<file path="config.mk">
export PLATFORM = sky130hd
export DESIGN_NAME = slc_queue
export DESIGN_NICKNAME = d
export VERILOG_FILES = /design/src/rtl/slc_pkg.sv /design/src/rtl/slc_queue.sv
export SDC_FILE = /design/constraint.sdc
export NUM_CORES = 1
export LEC_CHECK = 0
export BUFFER_PORTS_ARGS = -buffer_cell sky130_fd_sc_hd__buf_2
export CAP_MARGIN = 15
export CORE_ASPECT_RATIO = 1.25
export CORE_MARGIN = 4
export CORE_UTILIZATION = 44
export DETAILED_ROUTE_END_ITERATION = 8
export PLACE_DENSITY = 0.73
export SYNTH_ARGS = -nofsm -noshare
export SYNTH_HDL_FRONTEND = slang
export SYNTH_SLANG_ARGS = --single-unit
export TNS_END_PERCENT = 10
</file>
<file path="constraint.sdc">
create_clock -name clk -period 1.05 [get_ports clk]
set_input_delay 0.0525 -clock clk [delete_from_list [all_inputs] [get_ports clk]]
set_output_delay 0.0525 -clock clk [all_outputs]
set_load 0.02 [all_outputs]
</file>
<file path="src/rtl/slc_pkg.sv">
`default_nettype none
// ----------------------------------------------------------------------------
// slc_pkg
// shared constants, codes and helpers of the set-associative lru cache model
// ----------------------------------------------------------------------------
package slc_pkg;

  localparam int MAX_SET_BITS_DEF = 8;
  localparam int MAX_WAYS_DEF     = 8;
  localparam int ADDR_WIDTH_DEF   = 64;

  localparam int STAMP_W   = 64;
  localparam int CNT_W     = 32;
  localparam int KIND_W    = 2;
  localparam int OUTCOME_W = 2;
  localparam int OP_W      = 2;

  // configuration port
  localparam int CFG_INDEX_W      = 2;
  localparam int CFG_DATA_W       = 6;
  localparam int SET_BITS_W       = 4;
  localparam int BLOCK_BITS_W     = 6;
  localparam int WAYS_IN_USE_W    = 4;
  localparam logic [CFG_INDEX_W-1:0] CFG_SET_BITS    = 2'd0;
  localparam logic [CFG_INDEX_W-1:0] CFG_BLOCK_BITS  = 2'd1;
  localparam logic [CFG_INDEX_W-1:0] CFG_WAYS_IN_USE = 2'd2;

  // input kinds
  localparam logic [KIND_W-1:0] KIND_FETCH  = 2'd0;
  localparam logic [KIND_W-1:0] KIND_LDST   = 2'd1;
  localparam logic [KIND_W-1:0] KIND_MODIFY = 2'd2;
  localparam logic [KIND_W-1:0] KIND_UNUSED = 2'd3;

  // classified operations
  localparam logic [OP_W-1:0] OP_NONE   = 2'd0;
  localparam logic [OP_W-1:0] OP_SINGLE = 2'd1;
  localparam logic [OP_W-1:0] OP_DOUBLE = 2'd2;

  // outcomes
  localparam logic [OUTCOME_W-1:0] OUT_NONE  = 2'd0;
  localparam logic [OUTCOME_W-1:0] OUT_HIT   = 2'd1;
  localparam logic [OUTCOME_W-1:0] OUT_MISS  = 2'd2;
  localparam logic [OUTCOME_W-1:0] OUT_EVICT = 2'd3;

  localparam int QUEUE_DEPTH = 2;

  // saturating add of 0, 1 or 2
  function automatic logic [CNT_W-1:0] sat_add(input logic [CNT_W-1:0] v,
                                               input logic [1:0] n);
    logic [CNT_W:0] s;
    s = {1'b0, v} + {{(CNT_W - 1){1'b0}}, n};
    return s[CNT_W] ? {CNT_W{1'b1}} : s[CNT_W-1:0];
  endfunction

endpackage
`default_nettype wire

</file>
<file path="src/rtl/slc_queue.sv">
`default_nettype none
// ----------------------------------------------------------------------------
// slc_queue
// small fifo between the classify front and the lookup back
// ----------------------------------------------------------------------------
module slc_queue #(
  parameter int WIDTH = 8,
  parameter int DEPTH = slc_pkg::QUEUE_DEPTH
) (
  input  wire              clk,
  input  wire              rst,
  input  wire              push,
  input  wire [WIDTH-1:0]  push_data,
  input  wire              pop,
  output logic [WIDTH-1:0] pop_data,
  output logic             full,
  output logic             empty
);
  localparam int PTR_W = (DEPTH > 1) ? $clog2(DEPTH) : 1;
  localparam int CNT_W = $clog2(DEPTH + 1);

  logic [WIDTH-1:0] slots [DEPTH];
  logic [PTR_W-1:0] wr_ptr;
  logic [PTR_W-1:0] rd_ptr;
  logic [CNT_W-1:0] count;

  assign full     = (count == CNT_W'(DEPTH));
  assign empty    = (count == '0);
  assign pop_data = slots[rd_ptr];

  always_ff @(posedge clk) begin
    if (push) begin
      slots[wr_ptr] <= push_data;
    end
  end

  always_ff @(posedge clk) begin
    if (rst) begin
      wr_ptr <= '0;
      rd_ptr <= '0;
      count  <= '0;
    end else begin
      if (push) begin
        wr_ptr <= (wr_ptr == PTR_W'(DEPTH - 1)) ? '0 : wr_ptr + 1'b1;
      end
      if (pop) begin
        rd_ptr <= (rd_ptr == PTR_W'(DEPTH - 1)) ? '0 : rd_ptr + 1'b1;
      end
      if (push && !pop) begin
        count <= count + 1'b1;
      end else if (pop && !push) begin
        count <= count - 1'b1;
      end
    end
  end
endmodule
`default_nettype wire

</file>
==> results by group, run 1 <==
Floorplan
  • Core area: 1620 um^2
  • Die Ht: 55.2 um
  • Full die area: roughly 2500 um^2
  • Starting Density: roughly half
  • Std-Cell Rows: 16
  • Die Span X: 45.7 um
  • I/O Pins: 22

Status
  • Failing checks: setup timing
  • Outcome: complete, but fails checks

Clock network
  • Clock Sinks: 21
  • CTS buffer count: 3
  • Max clock buf depth: 2
  • Clock latency on the worst-skew pair: about 300 ps
  • Post-CTS Setup Inserts: 0
  • H-tree depth: 1
  • Reg clk slew, reported paths: 100 ps
  • Clk root buf: clkbuf_4
  • CTS tree: done

Placement
  • HPWL after DPL: 958 um
  • IO Port Bufs: 21
  • Cells after DPL: 91
  • GPL Wtd Cong: 0.620
  • Pre-CTS setup slack: roughly 13 ps

Timing
  • Slew Limit Headroom: about 88%
  • Worst setup margin: -219 ps
  • Count of pins over their slew limit: 0
  • # setup viols final: 9
  • Final setup TNS: -1850 ps
  • Final Skew: 7.53 ps
  • RSZ-0062 raised after global routing: yes
  • Fin Hold WS: 33.2 ps
  • Post-layout min period: between 1000 and 1500 ps
  • Final hold viol count: 0
  • Tightest Pin Transition: 179 ps
  • Maximum clock rate: between 700 and 800 MHz
  • Fin crit share: 121%

Run
  • Max-cap violations: 0

Routing
  • Iteration-0 DRC Markers: 5
  • DR vias: just over 500
  • # DRC: 0
  • Final WL: 1470 um
  • First-pass iteration count of the detailed router: 3
  • Via/cell ratio: 4.88
  • Detail Route Antenna Nets: 0
  • DR WL/cell: 14.2 um

Yosys
  • Synth top area share: 61.3%
  • Post-Syn Area: ~800 um^2
  • Synth Area in Simple Gates: 5.91%
  • Area contributors post-synth: edfxtp_1 (61%), dfxtp_1 (13%), mux2_2 (12%)
  • Synth Instances: 47
  • Commonest register cell after synthesis: edfxtp_1
  • Ys Warns: 0
  • Post-Synth XOR/XNOR Area: 4.47%
  • Mean Syn Cell Area: 16.7 um^2
  • Compound-cell area share of the yosys netlist: under 10%
  • Synth area leader: edfxtp_1
  • Post-synth EDFFs: 16
  • Mux cell area share after synthesis: 11.5%
  • Count leader, synth: edfxtp_1
  • Seq/Total Area, Yosys: 74.1%
  • Post-synth top cells: edfxtp_1 (16), mux2_2 (8), dfxtp_1 (5), nor2_1 (5)
  • Asr flop ratio synth: 0%
  • Adder-cell share of the synthesized area: under 10%
  • Largest family of logic cells by synthesized area: multiplexers
  • Syn_nets: 60
  • Synth unique cells: 15
  • Seq cells post-synth: 21

Global route
  • Initial antenna violation count: 0
  • First-pass GRT wire length: approximately 2400 um
  • Total gr overflow: 0
  • GRT Overall Usage: 13.7%
  • Largest net degree at the start of global routing: 13
  • Number of global-route vias before repair: 534

Pwr
  • Overall power: about 1.8 mW
  • Peak VDD IR: 0.00112 V
  • Power Dens Cells: about 1500 nW/um^2
  • P_leak: ~0.5 nW

Setup path
  • R2r setup slk: 40 ps
  • WP data required: 1000 ps
  • Crit-path max FO: 8
  • CP top delay family: flip-flops
  • CP max-delay cell: dfxtp_2
  • Critical path startpoint category: register
  • CP bufs+invs: 2
  • Worst Setup End Kind: output pin
  • Largest stage delay, worst path: 360 ps
  • Crit path DAT: 1220 ps
  • Critical path class: register to output pin
  • Critical Path, Cell by Cell: buf_12 -> mux2_4 -> buf_6

Layout
  • Fin nets: 100
  • Fin cells: 104
  • Area Growth Syn to Fin: 54.0%
  • # diodes: 0
  • Layout cells sized above 1: 51.2%

Worst hold path
  • Min-Delay Path Class: primary input to register
==> power breakdown <==
group          leakage (nW)  switching, mW  internal, mW
Sequential            0.192         0.0293         0.961
Combinational         0.296          0.190         0.263
Clock                0.0177          0.228         0.142
Total                 0.506          0.448          1.37
==> cells in the final DEF, fill, tap and decap left out, drive strengths merged, types with 2 or more instances in the layout <==
cell,count
buf,27
mux2,8
xnor2,2
dfxtp,5
dlygate4sd3,9
xor2,2
nor2,5
clkbuf,3
edfxtp,16
==> worst reg2reg max path, cell delays in order (launching register included) <==
cell,delay [ps]
dfxtp_2,350
xor2_1,160
or3_1,320
a21oi_1,120
==> area by class of cell <==
class | instances | area, um^2
Sequential cell | 21 | 583
Fill cell | 112 | 415
Timing Repair Buffer | 36 | 340
Multi-Input combinational cell | 24 | 229
Clock buffer | 3 | 22.5
Tap cell | 18 | 22.5
Clock inverter | 1 | 5.00
Inverter | 1 | 3.75
==> state kept, by name, indices dropped and copies added, names as in the netlist, named ones only <==
name,flops
slots,16
wr_ptr,1
rd_ptr,1
count,2
==> kinds of logic after synthesis <==
family,count (synthesis)
DFF,21
and+or+nand+nor,9
muxes,8
xor gates and xnor gates,4
AOI/OAI and AO/OA,2
buffers and inverters,2
adders and majority gates,1
==> per-stage QoR <==
step	util (%)	instance area (um^2)
after floorplan	-	786
after global placement	61.1	991
after detailed placement	61.1	991
after CTS	73.6	1190
after global routing	74.4	1210
final	74.4	1210
==> worst paths after layout <==
kind	depth (start not counted)	to	startpoint
worst max-delay path	3	pop_data[4]	register
worst min register to register	2	register	rd_ptr
worst min-delay path	3	register	pop
worst max register to register	3	count[1]	count[0]
==> per-layer routing <==
layer  global-route usage [%]  share of wire (%)  up-vias
met2                     24.4                 53       17
met4                     8.53                2.3        0
met3                     2.27                6.4        5
met5                        0                  0        -
met1                     14.7                 38      240
li1                         -                  -      246
==> timing repair <==
action / CTS / global route
pin swaps: 0 / 1
resized for setup: 27 / 4
endpoints found under the setup margin: 10 / 11
hold buffers: 9 / 0
hold endpoints to repair: 21 / 0
Power figures use the tool's default switching activity.
==> inputs of run 2 (changes only) <==
--- a/config.mk
+++ b/config.mk
@@ -10,6 +10,7 @@
 export CORE_ASPECT_RATIO = 1.25
 export CORE_MARGIN = 4
 export CORE_UTILIZATION = 44
+export CTS_CLUSTER_DIAMETER = 50
 export DETAILED_ROUTE_END_ITERATION = 8
 export PLACE_DENSITY = 0.73
 export SYNTH_ARGS = -nofsm -noshare
==> constraint.sdc (replaced) <==
create_clock -name clk -period 1.05 [get_ports clk]
set_input_delay 0.1575 -clock clk [delete_from_list [all_inputs] [get_ports clk]]
set_output_delay 0.1575 -clock clk [all_outputs]
set_load 0.02 [all_outputs]
==> run 2 against run 1 <==
Compared with the run above:
- total power down 4.2%
- count of clock-buffer cells in the layout is the same
- critical endpoint is now pop_data[2]
- non-clock buffer count shrank 9
- final cell count down 8.7%
- the run still ends with setup timing left
- cell area shrank 10%
- wire length fell by 13%
- critical path depth is the same
- utilization fell by 7.8 points
- largest power group unchanged
- clock skew fell by 3.7 ps
- clock power fell by 2%
- global-route usage is 2.2 points lower
- worst hold slack gained 12 ps
==> results by group, run 2 (synthesis results as in run 1) <==
Status
  • Outcome: complete, but fails checks (unchanged)
  • Failing checks: setup timing (unchanged)

Setup path
  • Crit-path max FO: 8 (unchanged)
  • Path depth of the worst reg2reg path: 3 (unchanged)
  • Crit path DAT: 1210 ps (was 1220 ps)
  • CP bufs+invs: 2 (unchanged)
  • Worst Setup End Kind: output pin (unchanged)
  • Largest stage delay, worst path: 350 ps (was 360 ps)
  • Critical Path, Cell by Cell: buf_12 -> mux2_4 -> buf_6 (unchanged)
  • WP data required: 890 ps (was 1000 ps)
  • CP max-delay cell: dfxtp_2 (unchanged)
  • Critical Path Stages: 3 (unchanged)
  • Critical path startpoint category: register (unchanged)
  • CP top delay family: flip-flops (unchanged)
  • Critical path class: register to output pin (unchanged)

Clock network
  • Hold-fix buffers, CTS: 0 (was 9)
  • H-tree depth: 1 (unchanged)
  • Clk root buf: clkbuf_4 (unchanged)
  • Reg clk slew, reported paths: 110 ps (was 100 ps)
  • CTS tree: done (unchanged)
  • Post-CTS Setup Inserts: 0 (unchanged)
  • CTS buffer count: 3 (unchanged)
  • Max clock buf depth: 2 (unchanged)
  • Clock Sinks: 21 (unchanged)
  • Clock latency on the worst-skew pair: 290 ps (was 300 ps)

Placement
  • Cells after DPL: 91 (unchanged)
  • HPWL after DPL: 988 um (was 958 um)
  • GPL Wtd Cong: 0.611 (was 0.620)
  • IO Port Bufs: 21 (unchanged)

Floorplan
  • Die Ht: 55.2 um (unchanged)
  • Core area: 1620 um^2 (unchanged)
  • Starting Density: 48.3% (unchanged)
  • Full die area: 2520 um^2 (unchanged)
  • I/O Pins: 22 (unchanged)
  • Die Span X: 45.7 um (unchanged)
  • Std-Cell Rows: 16 (unchanged)

Layout
  • Fin cells: 95 (was 104)
  • Finished Core Util: 66.6% (was 74.4%)
  • Fill count: 130 (was 112)
  • Largest Register: slots (unchanged)
  • # diodes: 0 (unchanged)
  • Max FFs per register: 16 (unchanged)
  • Layout cells sized above 1: 57.1% (was 51.2%)
  • Multi-input logic area: 226 um^2 (was 229 um^2)
  • Commonest non-fill, non-tap cells in the layout: edfxtp_1 (16), buf_2 (12), mux2_4 (8), buf_6 (8), buf_4 (6) (was edfxtp_1 (16), buf_2 (11), buf_6 (10))
  • Top Registers: slots x16, count x2 (unchanged)
  • Most common cell after layout, fill and taps aside: edfxtp_1 (unchanged)
  • Area Growth Syn to Fin: 37.9% (was 54.0%)
  • Register cell area after layout: 584 um^2 (was 583 um^2)
  • Fin nets: 91 (was 100)

Global route
  • Number of global-route vias before repair: 443 (was 534)
  • First-pass GRT wire length: 1930 um (was 2390 um)
  • GRT Overall Usage: 11.5% (was 13.7%)
  • Largest net degree at the start of global routing: 13 (unchanged)
  • Total gr overflow: 0 (unchanged)
  • Initial antenna violation count: 0 (unchanged)

Routing
  • # DRC: 0 (unchanged)
  • DR vias: 462 (was 508)
  • First-pass iteration count of the detailed router: 4 (was 3)
  • Via/cell ratio: 4.86 (was 4.88)
  • Final WL: 1280 um (was 1470 um)
  • Detail Route Antenna Nets: 0 (unchanged)
  • Iteration-0 DRC Markers: 1 (was 5)
  • DR WL/cell: 13.5 um (was 14.2 um)

Timing
  • Fin crit share: 130% (was 121%)
  • Final Skew: 3.80 ps (was 7.53 ps)
  • Slew Limit Headroom: 88.3% (was 88.0%)
  • Count of pins over their slew limit: 0 (unchanged)
  • RSZ-0062 raised after global routing: yes (unchanged)
  • Worst setup margin: -320 ps (was -219 ps)
  • Tightest Pin Transition: 174 ps (was 179 ps)
  • Post-layout min period: 1370 ps (was 1270 ps)
  • # setup viols final: 9 (unchanged)
  • Maximum clock rate: 730 MHz (was 788 MHz)
  • Final hold viol count: 0 (unchanged)

Worst hold path
  • Min-Delay Path Class: primary input to register (unchanged)
  • Worst hold path stage count: 1 (was 3)

Pwr
  • Overall power: 1.74 mW (was 1.81 mW)
  • P_leak: 0.459 nW (was 0.506 nW)
  • Power Dens Cells: 1610 nW/um^2 (was 1500 nW/um^2)
  • Peak VDD IR: 0.00112 V (about the same)

Run
  • Max-cap violations: 0 (unchanged)
-- run 2: cell count changes in the layout (fill, tap and decap cells not counted), sizes merged --
cell	before	now
dlygate4sd3	9	0
-- run 2: repair_timing --
action | CTS | global route
endpoints found under the setup margin | 11 | 11
resized for setup | 28 | 0
cloned | 0 | 0
-- run 2: cell type report --
class / instances / share of cell area [%]
clock buffers: 3 / 2.09
clock inverters: 1 / 0.463
inverters: 1 / 0.348
multi-input cells: 24 / 21.0
flip-flops and latches: 21 / 54.1
well taps: 18 / 2.09
repair buffers: 27 / 19.9
-- run 2: routing by layer --
| metal | global-route usage [%] | wire [um] | up-vias |
|---|---|---|---|
| li1 | - | - | 230 |
| met1 | 12.7 | 519 | 216 |
| met2 | 19.1 | 667 | 14 |
| met3 | 2.59 | 88 | 2 |
| met4 | 8.53 | 8 | 0 |
| met5 | 0 | 0 | - |
-- run 2: worst paths after layout --
check	from	to	slack, ps
max	register	pop_data[2]	-320
min	push_data[3]	slots[1][3]	50
max reg2reg	count[0]	count[1]	20
min reg2reg	count[1]	count[1]	490
-- run 2: where the power goes --
part,internal [mW],switching [mW],total [mW],leakage (nW)
registers,0.963,0.0311,0.994,0.193
clock network,0.142,0.222,0.363,0.0177
logic,0.210,0.170,0.380,0.248
-- run 2: worst register-to-register path, delay by kind of cell, from the launching register on --
family	cells	cell delay, ps
XOR/XNOR	1	170
AND/OR/NAND/NOR	1	300
AO/OA/AOI/OAI	1	140
flip-flops	1	360
-- run 2: stage by stage --
stage	hold slack [ps]	worst slack, ps	area [um^2]	setup TNS, ps
finish	45.6	-320	1080	-2670
global route	28.7	-365	1080	-3120
CTS	33.3	-334	1080	-2800
detailed placement	350	-81.3	966	-448
global placement	347	-54.7	966	-413
floorplan	227	39.3	786	0
