**src/rtl/slc_pkg.sv**
```systemverilog
`default_nettype none
// ----------------------------------------------------------------------------
// slc_pkg
// shared constants, codes and helpers of the set-associative lru cache model
// ----------------------------------------------------------------------------
package slc_pkg;

  localparam int MAX_SET_BITS_DEF = 8;
  localparam int MAX_WAYS_DEF     = 8;
  localparam int ADDR_WIDTH_DEF   = 64;

  localparam int STAMP_W   = 64;
  localparam int CNT_W     = 32;
  localparam int KIND_W    = 2;
  localparam int OUTCOME_W = 2;
  localparam int OP_W      = 2;

  // configuration port
  localparam int CFG_INDEX_W      = 2;
  localparam int CFG_DATA_W       = 6;
  localparam int SET_BITS_W       = 4;
  localparam int BLOCK_BITS_W     = 6;
  localparam int WAYS_IN_USE_W    = 4;
  localparam logic [CFG_INDEX_W-1:0] CFG_SET_BITS    = 2'd0;
  localparam logic [CFG_INDEX_W-1:0] CFG_BLOCK_BITS  = 2'd1;
  localparam logic [CFG_INDEX_W-1:0] CFG_WAYS_IN_USE = 2'd2;

  // input kinds
  localparam logic [KIND_W-1:0] KIND_FETCH  = 2'd0;
  localparam logic [KIND_W-1:0] KIND_LDST   = 2'd1;
  localparam logic [KIND_W-1:0] KIND_MODIFY = 2'd2;
  localparam logic [KIND_W-1:0] KIND_UNUSED = 2'd3;

  // classified operations
  localparam logic [OP_W-1:0] OP_NONE   = 2'd0;
  localparam logic [OP_W-1:0] OP_SINGLE = 2'd1;
  localparam logic [OP_W-1:0] OP_DOUBLE = 2'd2;

  // outcomes
  localparam logic [OUTCOME_W-1:0] OUT_NONE  = 2'd0;
  localparam logic [OUTCOME_W-1:0] OUT_HIT   = 2'd1;
  localparam logic [OUTCOME_W-1:0] OUT_MISS  = 2'd2;
  localparam logic [OUTCOME_W-1:0] OUT_EVICT = 2'd3;

  localparam int QUEUE_DEPTH = 2;

  // saturating add of 0, 1 or 2
  function automatic logic [CNT_W-1:0] sat_add(input logic [CNT_W-1:0] v,
                                               input logic [1:0] n);
    logic [CNT_W:0] s;
    s = {1'b0, v} + {{(CNT_W - 1){1'b0}}, n};
    return s[CNT_W] ? {CNT_W{1'b1}} : s[CNT_W-1:0];
  endfunction

endpackage
`default_nettype wire

```
**src/rtl/slc_ifs.sv**
```systemverilog
`default_nettype none
// ----------------------------------------------------------------------------
// slc channel interfaces
// access request channel and result channel, valid/ready handshake
// ----------------------------------------------------------------------------
interface slc_req_if #(
  parameter int ADDR_WIDTH = slc_pkg::ADDR_WIDTH_DEF
) ();
  logic                        valid;
  logic                        ready;
  logic [slc_pkg::KIND_W-1:0]  kind;
  logic [ADDR_WIDTH-1:0]       access_address;

  modport source (output valid, output kind, output access_address, input ready);
  modport sink   (input valid, input kind, input access_address, output ready);
endinterface

`default_nettype wire

```
**src/rtl/slc_front.sv**
```systemverilog
`default_nettype none
// ----------------------------------------------------------------------------
// slc_front
// accepts access requests, classifies the kind and splits the address
// ----------------------------------------------------------------------------
module slc_front #(
  parameter int MAX_SET_BITS = slc_pkg::MAX_SET_BITS_DEF,
  parameter int ADDR_WIDTH   = slc_pkg::ADDR_WIDTH_DEF,
  parameter int IDX_W        = (MAX_SET_BITS > 0) ? MAX_SET_BITS : 1,
  parameter int ENTRY_W      = slc_pkg::OP_W + IDX_W + ADDR_WIDTH
) (
  input  wire                                 clk,
  input  wire                                 rst,
  slc_req_if.sink                             req,
  input  wire [slc_pkg::SET_BITS_W-1:0]       set_bits,
  input  wire [slc_pkg::BLOCK_BITS_W-1:0]     block_bits,
  input  wire                                 clearing,
  input  wire                                 q_full,
  output logic                                q_push,
  output logic [ENTRY_W-1:0]                  q_data
);
  logic [slc_pkg::SET_BITS_W-1:0] sb;
  logic [6:0]                     split;
  logic [ADDR_WIDTH-1:0]          tag;
  logic [ADDR_WIDTH-1:0]          shifted;
  logic [IDX_W-1:0]               mask;
  logic [IDX_W-1:0]               idx;
  logic [slc_pkg::OP_W-1:0]       op;
  logic                           hold;

  // no state of its own beyond a reset guard on ready
  always_ff @(posedge clk) begin
    if (rst) begin
      hold <= 1'b1;
    end else begin
      hold <= 1'b0;
    end
  end

  assign req.ready = !q_full && !clearing && !hold;
  assign q_push    = req.valid && req.ready;

  always_comb begin
    sb = (set_bits > slc_pkg::SET_BITS_W'(MAX_SET_BITS))
         ? slc_pkg::SET_BITS_W'(MAX_SET_BITS) : set_bits;
    split = {3'b000, sb} + {1'b0, block_bits};
    tag   = (split >= 7'(ADDR_WIDTH)) ? '0 : (req.access_address >> split);
    shifted = req.access_address >> block_bits;
    for (int i = 0; i < IDX_W; i++) begin
      mask[i] = (5'(i) < {1'b0, sb});
    end
    idx = shifted[IDX_W-1:0] & mask;
  end

  always_comb begin
    unique case (req.kind) inside
      slc_pkg::KIND_LDST:   op = slc_pkg::OP_SINGLE;
      slc_pkg::KIND_MODIFY: op = slc_pkg::OP_DOUBLE;
      default:              op = slc_pkg::OP_NONE;
    endcase
  end

  assign q_data = {op, idx, tag};
endmodule
`default_nettype wire

```
**src/flat_wrapper.sv**
```systemverilog
// flat-port wrapper written by rule: the top's interface ports become plain ports
module slc_front_flat 
#(
  parameter int MAX_SET_BITS = slc_pkg::MAX_SET_BITS_DEF,
  parameter int ADDR_WIDTH   = slc_pkg::ADDR_WIDTH_DEF,
  parameter int IDX_W        = (MAX_SET_BITS > 0) ? MAX_SET_BITS : 1,
  parameter int ENTRY_W      = slc_pkg::OP_W + IDX_W + ADDR_WIDTH
)
  (clk, rst, set_bits, block_bits, clearing, q_full, q_push, q_data, req_valid, req_kind, req_access_address, req_ready);
  slc_req_if #(.ADDR_WIDTH(ADDR_WIDTH)) req_i ();
  input  wire clk;
  input  wire rst;
  input  wire [slc_pkg::SET_BITS_W-1:0] set_bits;
  input  wire [slc_pkg::BLOCK_BITS_W-1:0] block_bits;
  input  wire clearing;
  input  wire q_full;
  output logic q_push;
  output logic [ENTRY_W-1:0] q_data;
  input wire logic [$bits(req_i.valid)-1:0] req_valid;
  input wire logic [$bits(req_i.kind)-1:0] req_kind;
  input wire logic [$bits(req_i.access_address)-1:0] req_access_address;
  output wire logic [$bits(req_i.ready)-1:0] req_ready;
  assign req_i.valid = req_valid;
  assign req_i.kind = req_kind;
  assign req_i.access_address = req_access_address;
  assign req_ready = req_i.ready;
  slc_front #(.MAX_SET_BITS(MAX_SET_BITS), .ADDR_WIDTH(ADDR_WIDTH), .IDX_W(IDX_W), .ENTRY_W(ENTRY_W)) u_core (.clk(clk), .rst(rst), .req(req_i), .set_bits(set_bits), .block_bits(block_bits), .clearing(clearing), .q_full(q_full), .q_push(q_push), .q_data(q_data));
endmodule
```
**config.mk**
```make
export PLATFORM = sky130hd
export DESIGN_NAME = slc_front_flat
export DESIGN_NICKNAME = d
export VERILOG_FILES = /design/src/rtl/slc_pkg.sv /design/src/rtl/slc_ifs.sv /design/src/rtl/slc_front.sv /design/src/flat_wrapper.sv
export SDC_FILE = /design/constraint.sdc
export NUM_CORES = 1
export LEC_CHECK = 0
export BUFFER_PORTS_ARGS = -buffer_cell sky130_fd_sc_hd__buf_4
export CAP_MARGIN = 30
export CORE_MARGIN = 1.5
export CORE_UTILIZATION = 55
export DETAILED_ROUTE_END_ITERATION = 6
export MAX_ROUTING_LAYER = met4
export PLACE_DENSITY_LB_ADDON = 0.12
export SYNTH_ARGS = -nofsm -noshare
export SYNTH_HDL_FRONTEND = slang
export SYNTH_SLANG_ARGS = --single-unit
```
**constraint.sdc**
```tcl
create_clock -name clk -period 6.95 [get_ports clk]
set_clock_uncertainty 0.05 [all_clocks]
set_input_delay 0.695 -clock clk [delete_from_list [all_inputs] [get_ports clk]]
set_output_delay 0.695 -clock clk [all_outputs]
set_load 0.05 [all_outputs]
```
==> metrics.txt, run 1 <==
kind of cell adding the most delay to the critical path adder cells; CP Capture Type output pin; Final Max Tran Viols 0; biggest regs u_core.hold: 1 flops; placed inst area 8240 sq um; main combinational cell family by area after synthesis multiplexers; max incr delay on CP 1.29 ns; XOR/XNOR Fraction of Synth Area 1.09%; GR peak layer met2; Synth Area in Simple Gates 17.6%; DIE WIDTH 117 um; Starting Density 56.2%; Slowest-stage cell, CP fa_4; Setup Viol. Count Final 0; most frequent cells in the layout buf_4 (171), nand2_1 (138), mux4_2 (102); fmax 189 MHz; I/O pin cnt 157; DRT iter0 DRCs 1295; drt pass-1 iters 6; run status completed; adder-cell share of the synthesized area 0.987%; largest reg by FF count u_core.hold; Syn Nets 962; GRT overflow 0; most common cell after layout, fill and taps aside buf_4; Startpoint Class input port; CTS Hold Buffers Added 0; Residual DRC 0; Layout area overhead 16.5%; global-route wire length before repair 42.2 mm; Ys Warns 0; Async SR Flop Fraction 0%; layout cells sized above 1 34.8%; initial antenna violation count 0; most frequently used flop master after synthesis dfxtp_1; Core Area 12600 sq um; class of the worst hold path in2reg; sequential element share of the synthesized area 0.282%; MaxCap Viol Count 0; Final HPWL DP 21.7 mm; IO buf count 156; M3 GR Usage 6.33%; RSZ-0062 raised after global routing no; CP Buf/Inv Count 4; Netlist Area Pre-Place 7100 sq um; largest net degree at the start of global routing 66; Antenna Nets Post-Route 0; WP data required 6.20 ns; # nets final 1051; pwr dens 186 nW/um^2; Slew Limit Headroom 32.2%; Sequential Area 20.0 sq um; Vias/cell 7.45; Final period util 76.0%; Worst Path Arrival 4.54 ns; max FFs per register 1; multi-input combinational cell area 6660 sq um; Leak 3.26 nW; vias in the first global route 7260; Synth Register Bits 1; GP Congestion 1.05; met1 Use GR 59.5%; peak fanout along the critical path 41; synthesized area per cell 8.10 sq um; GRT met2 Usage 63.8%; Die Area 13600 sq um; worst slew pin tran 1.01 ns; vias 8453; CP Cell Sequence buf_4, nor2b_1, ha_2, inv_1, fa_4, buf_4, mux4_2, mux2_2, or2_2, a31o_2, buf_4; Final Cell Area 8270 sq um; worst vdd ir 0.159 mV; hold slack 0.751 ns; Fill cells 1178; mux cell area share after synthesis 46.9%; post-synthesis compound-gate area fraction 26.7%; die height 117 um; DR WL/cell 25.0 um; total wire length 28.3 mm; Tot GR Track Use 41.9%; antenna cells 0; CP most frequent cell buf_4; sum of negative setup slack 0 ns; Final Hold Viols 0; min Tclk post-route 5.28 ns; Distinct cells, synth 65; post-cts sizing count 0; Final Power 0.00154 W; std cell rows 41; # Post-CTS Setup Buffers 0; clock slew at reported path FFs 0 ns; worst setup path category in2out; number of synthesized flops with an enable pin 0; Synth Instances 876
==> per-layer routing <==
metal	part of all wire, %	routed length [um]	vias up
met5	0	0	-
met4	2.7	759	0
met3	13	3660	70
met2	45	12700	731
met1	40	11200	3990
li1	-	-	3662
==> where the power goes <==
| group | switching [W] | internal [W] | leakage, nW | total (W) |
|---|---|---|---|---|
| combinational | 0.000980 | 0.000553 | 3.25 | 0.00153 |
| sequential | 0.0000000695 | 0.00000617 | 0.00844 | 0.00000624 |
| clock | 0 | 0 | 0 | 0 |
==> final timing paths <==
path	slack, ns	start	cells after the start	endpoint
hold / removal	0.75	rst	1	u_core.hold$_DFF_P_
setup / recovery	1.67	set_bits[3]	11	q_data[21]
==> synthesized netlist by cell type, drive strengths merged, types with 5 or more instances <==
| library cell | instances | share of area, % |
|---|---|---|
| a21oi | 34 | 2.4 |
| a22oi | 32 | 3.4 |
| o21ai | 48 | 3.4 |
| or3 | 5 | 0.44 |
| clkbuf | 47 | 2.5 |
| o22a | 19 | 2.3 |
| nand3 | 22 | 1.6 |
| nor2 | 83 | 4.4 |
| nand2b | 7 | 0.62 |
| and2 | 8 | 0.71 |
| mux2 | 39 | 6.2 |
| mux2i | 59 | 8.3 |
| o31ai | 13 | 1.4 |
| a31oi | 7 | 0.62 |
| o22ai | 18 | 1.7 |
| a211oi | 28 | 3.0 |
| nor3 | 13 | 0.92 |
| o211ai | 9 | 0.95 |
| xnor2 | 7 | 0.97 |
| nand2 | 139 | 7.4 |
| nor2b | 11 | 0.97 |
| inv | 12 | 0.63 |
| buf | 39 | 3.3 |
| mux4 | 102 | 32 |
| a31o | 7 | 0.86 |
==> final cells by class <==
cell class / instances / area share, %
Multi-Input combinational cell: 777 / 80.6
Timing Repair Buffer: 173 / 16.0
Tap cell: 172 / 2.60
Inverter: 12 / 0.545
Sequential cell: 1 / 0.242
==> cells by family after synthesis <==
| family | after synthesis |
|---|---|
| buffers and inverters | 98 |
| adder cells (fa/ha/maj) | 5 |
| flip-flops | 1 |
| AND/OR/NAND/NOR | 295 |
| AO/OA/AOI/OAI | 269 |
| multiplexers | 200 |
| XOR/XNOR | 8 |
==> stage by stage <==
stage / setup slack (ns) / instances / utilization, %
2_1_floorplan: 1.79 / 876 / -
3_3_place_gp: 1.70 / 1133 / 65.2
3_5_place_dp: 1.65 / 1134 / 65.3
4_1_cts: 1.64 / 1134 / 65.3
5_1_grt: 1.45 / 1135 / 65.5
6_report: 1.67 / 1135 / 65.5
No activity file was read; power rests on OpenSTA's default activity.
==> run 2: changes to the inputs <==
--- a/config.mk
+++ b/config.mk
@@ -8,7 +8,7 @@
 export BUFFER_PORTS_ARGS = -buffer_cell sky130_fd_sc_hd__buf_4
 export CAP_MARGIN = 30
 export CORE_MARGIN = 1.5
-export CORE_UTILIZATION = 55
+export CORE_UTILIZATION = 52
 export DETAILED_ROUTE_END_ITERATION = 6
 export MAX_ROUTING_LAYER = met4
 export PLACE_DENSITY_LB_ADDON = 0.12
==> constraint.sdc (replaced) <==
create_clock -name clk -period 4.7 [get_ports clk]
set_clock_uncertainty 0.05 [all_clocks]
set_input_delay 0.47 -clock clk [delete_from_list [all_inputs] [get_ports clk]]
set_output_delay 0.47 -clock clk [all_outputs]
set_load 0.05 [all_outputs]
==> metrics.txt, run 2 (synthesis gave the netlist of run 1 again) <==
Final period util 96.6%; max incr delay on CP 0.98 ns (-0.31 ns); Tot GR Track Use 39.7% (-2.2 points); I/O pin cnt 157 (unchanged); MaxCap Viol Count 0 (unchanged); Layout area overhead 18.6%; DR WL/cell 24.7 um (-0.94%); Slew Limit Headroom 36.6% (+4.4 points); worst slew pin tran 0.951 ns (-0.0612 ns); Final WS setup 0.162 ns (-1.51 ns); drt pass-1 iters 6 (unchanged); GRT overflow 0 (unchanged); class of the worst hold path in2reg; post-cts sizing count 0 (unchanged); Starting Density 53.4% (-2.9 points); IO buf count 156 (unchanged); Antenna Nets Post-Route 0 (unchanged); layout cells sized above 1 35.8% (+1.0 points); die height 120 um (+2.8%); min-delay src rst; Hold Path End u_core.hold$_DFF_P_; total wire length 28.5 mm (+0.64%); worst vdd ir 0.330 mV (+110%); Setup Viol. Count Final 0 (unchanged); hold-critical path depth 1 (unchanged); RSZ-0062 raised after global routing no; most common cell after layout, fill and taps aside buf_4; WP data required 4.18 ns (-2.02 ns); GP Congestion 1.10 (+5.1%); placed instance count 1153 (+1.7%); CP Cell Sequence buf_4, nor2b_1, ha_2, inv_1, fa_4, buf_12, buf_12, mux4_2, mux2_2, mux2i_1, a211oi_1, buf_4; Vias/cell 7.34 (-1.5%); antenna cells 0 (unchanged); Startpoint Class input port; Worst Path Arrival 4.02 ns (-0.52 ns); vias in the first global route 7547 (+4.0%); Sequential Area 20.0 sq um (unchanged); Core Area 13300 sq um (+5.4%); Final Max Tran Viols 0 (unchanged); # nets final 1065 (+1.3%); sum of negative setup slack 0 ns (unchanged); Final Util 63.3% (-2.2 points); max FFs per register 1 (unchanged); vias 8460 (+0.083%); initial antenna violation count 0 (unchanged); DIE WIDTH 120 um (+2.8%); Final HPWL DP 22.2 mm (+1.9%); Final Hold Viols 0 (unchanged); fmax 220 MHz; std cell rows 42 (+2.4%); most frequent cells in the layout buf_4 (182), nand2_1 (138), mux4_2 (102); # Post-CTS Setup Buffers 0 (unchanged); CTS Hold Buffers Added 0 (unchanged); DRT iter0 DRCs 1262 (-2.5%); clock slew at reported path FFs 0 ns (unchanged); Finished Layout Cells 1153 (+1.6%); min Tclk post-route 4.54 ns; largest reg by FF count u_core.hold; Fill cells 1244 (+5.6%); largest net degree at the start of global routing 66 (unchanged); Die Area 14400 sq um (+5.6%); Residual DRC 0 (unchanged); global-route wire length before repair 43.5 mm (+2.9%); biggest regs u_core.hold: 1 flops; CP Capture Type output pin; multi-input combinational cell area 6670 sq um (about the same); DP Worst Slack 0.189 ns (-1.46 ns); Slowest-stage cell, CP fa_4; hold slack 0.527 ns (-0.224 ns); peak fanout along the critical path 17 (-59%); run status completed; pwr dens 275 nW/um^2 (+48%); worst setup path category in2out; Leak 3.34 nW (+2.5%)
run 2: final cells by class:
cell class                 count  share of cell area (%)
inverter                      12                   0.535
multi-input combinational    777                    79.2
sequential                     1                   0.238
tap                          176                    2.61
timing repair buffer         187                    17.4
run 2: worst max path at each step:
| stage | startpoint | to | cells after the start | slack [ns] |
|---|---|---|---|---|
| floorplan | block_bits[1] | q_data[27] | 11 | 0.17 |
| global placement | set_bits[3] | q_data[24] | 12 | 0.19 |
| detailed placement | set_bits[3] | q_data[26] | 12 | 0.19 |
| CTS | set_bits[3] | q_data[14] | 13 | 0.18 |
| global route | set_bits[3] | q_data[14] | 13 | 0.02 |
| finish | set_bits[3] | q_data[24] | 12 | 0.16 |
run 2: layer usage:
metal / track usage (%) / routed length (um) / vias up
li1: - / - / 3696
met1: 57.5 / 11300 / 4011
met2: 59.3 / 12800 / 671
met3: 6.46 / 3540 / 82
met4: 7.74 / 840 / 0
met5: - / 0 / -
run 2: where the power goes:
| group | switching, W | internal (W) |
|---|---|---|
| clock | 0 | 0 |
| sequential | 0.000000101 | 0.00000912 |
| combinational | 0.00146 | 0.000850 |
run 2: per-stage QoR:
step                area, sq um  total power [W]
floorplan                  7100          0.00160
global route               8420          0.00243
CTS                        8420          0.00227
detailed placement         8420          0.00226
global placement           8420          0.00226
finish                     8420          0.00232
run 2: worst max-delay path: cells and delay by family:
kind | cells | cell delay (ns)
AOI/OAI and AO/OA | 1 | 0.15
adders and majority gates | 2 | 1.20
buffers and inverters | 5 | 0.84
muxes | 3 | 1.18
and+or+nand+nor | 1 | 0.16
==> run 3: changes to the inputs <==
--- a/config.mk
+++ b/config.mk
@@ -5,11 +5,11 @@
 export SDC_FILE = /design/constraint.sdc
 export NUM_CORES = 1
 export LEC_CHECK = 0
-export BUFFER_PORTS_ARGS = -buffer_cell sky130_fd_sc_hd__buf_4
 export CAP_MARGIN = 30
 export CORE_MARGIN = 1.5
-export CORE_UTILIZATION = 52
+export CORE_UTILIZATION = 55
 export DETAILED_ROUTE_END_ITERATION = 6
+export DONT_BUFFER_PORTS = 1
 export MAX_ROUTING_LAYER = met4
 export PLACE_DENSITY_LB_ADDON = 0.12
 export SYNTH_ARGS = -nofsm -noshare
==> metrics.txt, run 3 (synthesis gave the netlist of run 1 again) <==
Sequential Area 20.0 sq um (unchanged); worst setup path category in2out; layout cells sized above 1 29.6% (-6.2 points); std cell rows 41 (-2.4%); largest net degree at the start of global routing 79 (+20%); most common cell after layout, fill and taps aside nand2_1; Final Power 0.00215 W (-7.3%); peak fanout along the critical path 40 (+23); Residual DRC 0 (unchanged); Antenna Nets Post-Route 0 (unchanged); DRT iter0 DRCs 1388 (+10%); worst vdd ir 0.209 mV (-37%); CP Capture Type output pin; CP Cell Sequence nor2b_1, ha_2, inv_1, fa_4, buf_12, mux4_2, mux2i_1, mux2i_1, o311a_1; pwr dens 282 nW/um^2 (+2.3%); GP Congestion 1.07 (-3.3%); Leak 2.83 nW (-15%); vias in the first global route 7633 (+1.1%); CP most frequent cell mux2i_1; vias 8298 (-1.9%); Tot GR Track Use 44.7% (+5.0 points); kind of cell adding the most delay to the critical path multiplexers; run status completed; largest reg by FF count u_core.hold; biggest regs u_core.hold: 1 flops; Vias/cell 7.97 (+8.6%); # Post-CTS Setup Buffers 0 (unchanged); CP Buf/Inv Count 2 (-3); min Tclk post-route 4.57 ns (+0.0296 ns); Fill cells 1169 (-6.0%); Slew Limit Headroom 32.0% (-4.6 points); Setup Viol. Count Final 0 (unchanged); Worst Path Arrival 4.05 ns (+0.03 ns); Startpoint Class input port; Slowest-stage cell, CP fa_4; drt pass-1 iters 6 (unchanged); WP data required 4.18 ns (about the same); IO buf count 0 (-100%); GRT overflow 0 (unchanged); Starting Density 56.2% (+2.9 points); Final HPWL DP 23.0 mm (+3.7%); clock slew at reported path FFs 0 ns (unchanged); die height 117 um (-2.7%); MaxCap Viol Count 0 (unchanged); DR WL/cell 28.7 um (+16%); Die Area 13600 sq um (-5.3%); I/O pin cnt 157 (unchanged); Layout area overhead 7.54%; Final period util 97.2% (+0.63 points); multi-input combinational cell area 6750 sq um (+1.2%); worst slew pin tran 0.995 ns (+0.0435 ns); # nets final 957 (-10%); max incr delay on CP 0.94 ns (-0.04 ns); RSZ-0062 raised after global routing no; DIE WIDTH 117 um (-2.7%); Final Hold Viols 0 (unchanged); total wire length 29.9 mm (+4.9%); post-cts sizing count 0 (unchanged); CTS Hold Buffers Added 0 (unchanged); Final Max Tran Viols 0 (unchanged); antenna cells 0 (unchanged); class of the worst hold path in2reg; initial antenna violation count 0 (unchanged); fmax 219 MHz (-0.65%); Core Area 12600 sq um (-5.1%); most frequent cells in the layout nand2_1 (138), mux4_2 (102), nor2_1 (83); max FFs per register 1 (unchanged); sum of negative setup slack 0 ns (unchanged); global-route wire length before repair 45.1 mm (+3.6%)
==> run 3: cell count changes in the layout (fill, tap and decap cells not counted), sizes merged <==
cell  before  now
buf      187   79
==> run 3: cell type report <==
class / instances / area share (%)
multi-input cells: 777 / 88.4
inverters: 12 / 0.590
flip-flops and latches: 1 / 0.262
repair buffers: 79 / 7.93
well taps: 172 / 2.82
==> run 3: power by group <==
part            total [W]  switching (W)  leakage [nW]  internal (W)
Sequential     0.00000922   0.0000000920       0.00844    0.00000912
Combinational     0.00214        0.00138          2.82      0.000763
Clock                   0              0             0             0
==> run 3: path summary, 6_finish.rpt <==
check / startpoint / end / slack [ns] / cells after the start
max: set_bits[0] / q_data[26] / 0.13 / 9
min: rst / u_core.hold$_DFF_P_ / 0.45 / 0
==> run 3: stage by stage <==
step | instance area (sq um) | utilization [%] | instances | setup slack [ns] | hold WS, ns
2_1_floorplan | 7100 | - | 876 | 0.167 | 0.448
3_3_place_gp | 7630 | 60.5 | 1041 | 0.244 | 0.448
3_5_place_dp | 7630 | 60.5 | 1041 | 0.206 | 0.448
4_1_cts | 7630 | 60.5 | 1041 | 0.202 | 0.448
5_1_grt | 7630 | 60.5 | 1041 | 0.0488 | 0.448
6_report | 7630 | 60.5 | 1041 | 0.132 | 0.448
==> run 3: per-layer routing <==
metal	GRT usage [%]	wire [um]	part of all wire (%)
met4	10.2	940	3.1
met2	67.5	13500	45
met3	12.1	4110	14
met1	60.5	11400	38
met5	-	0	0
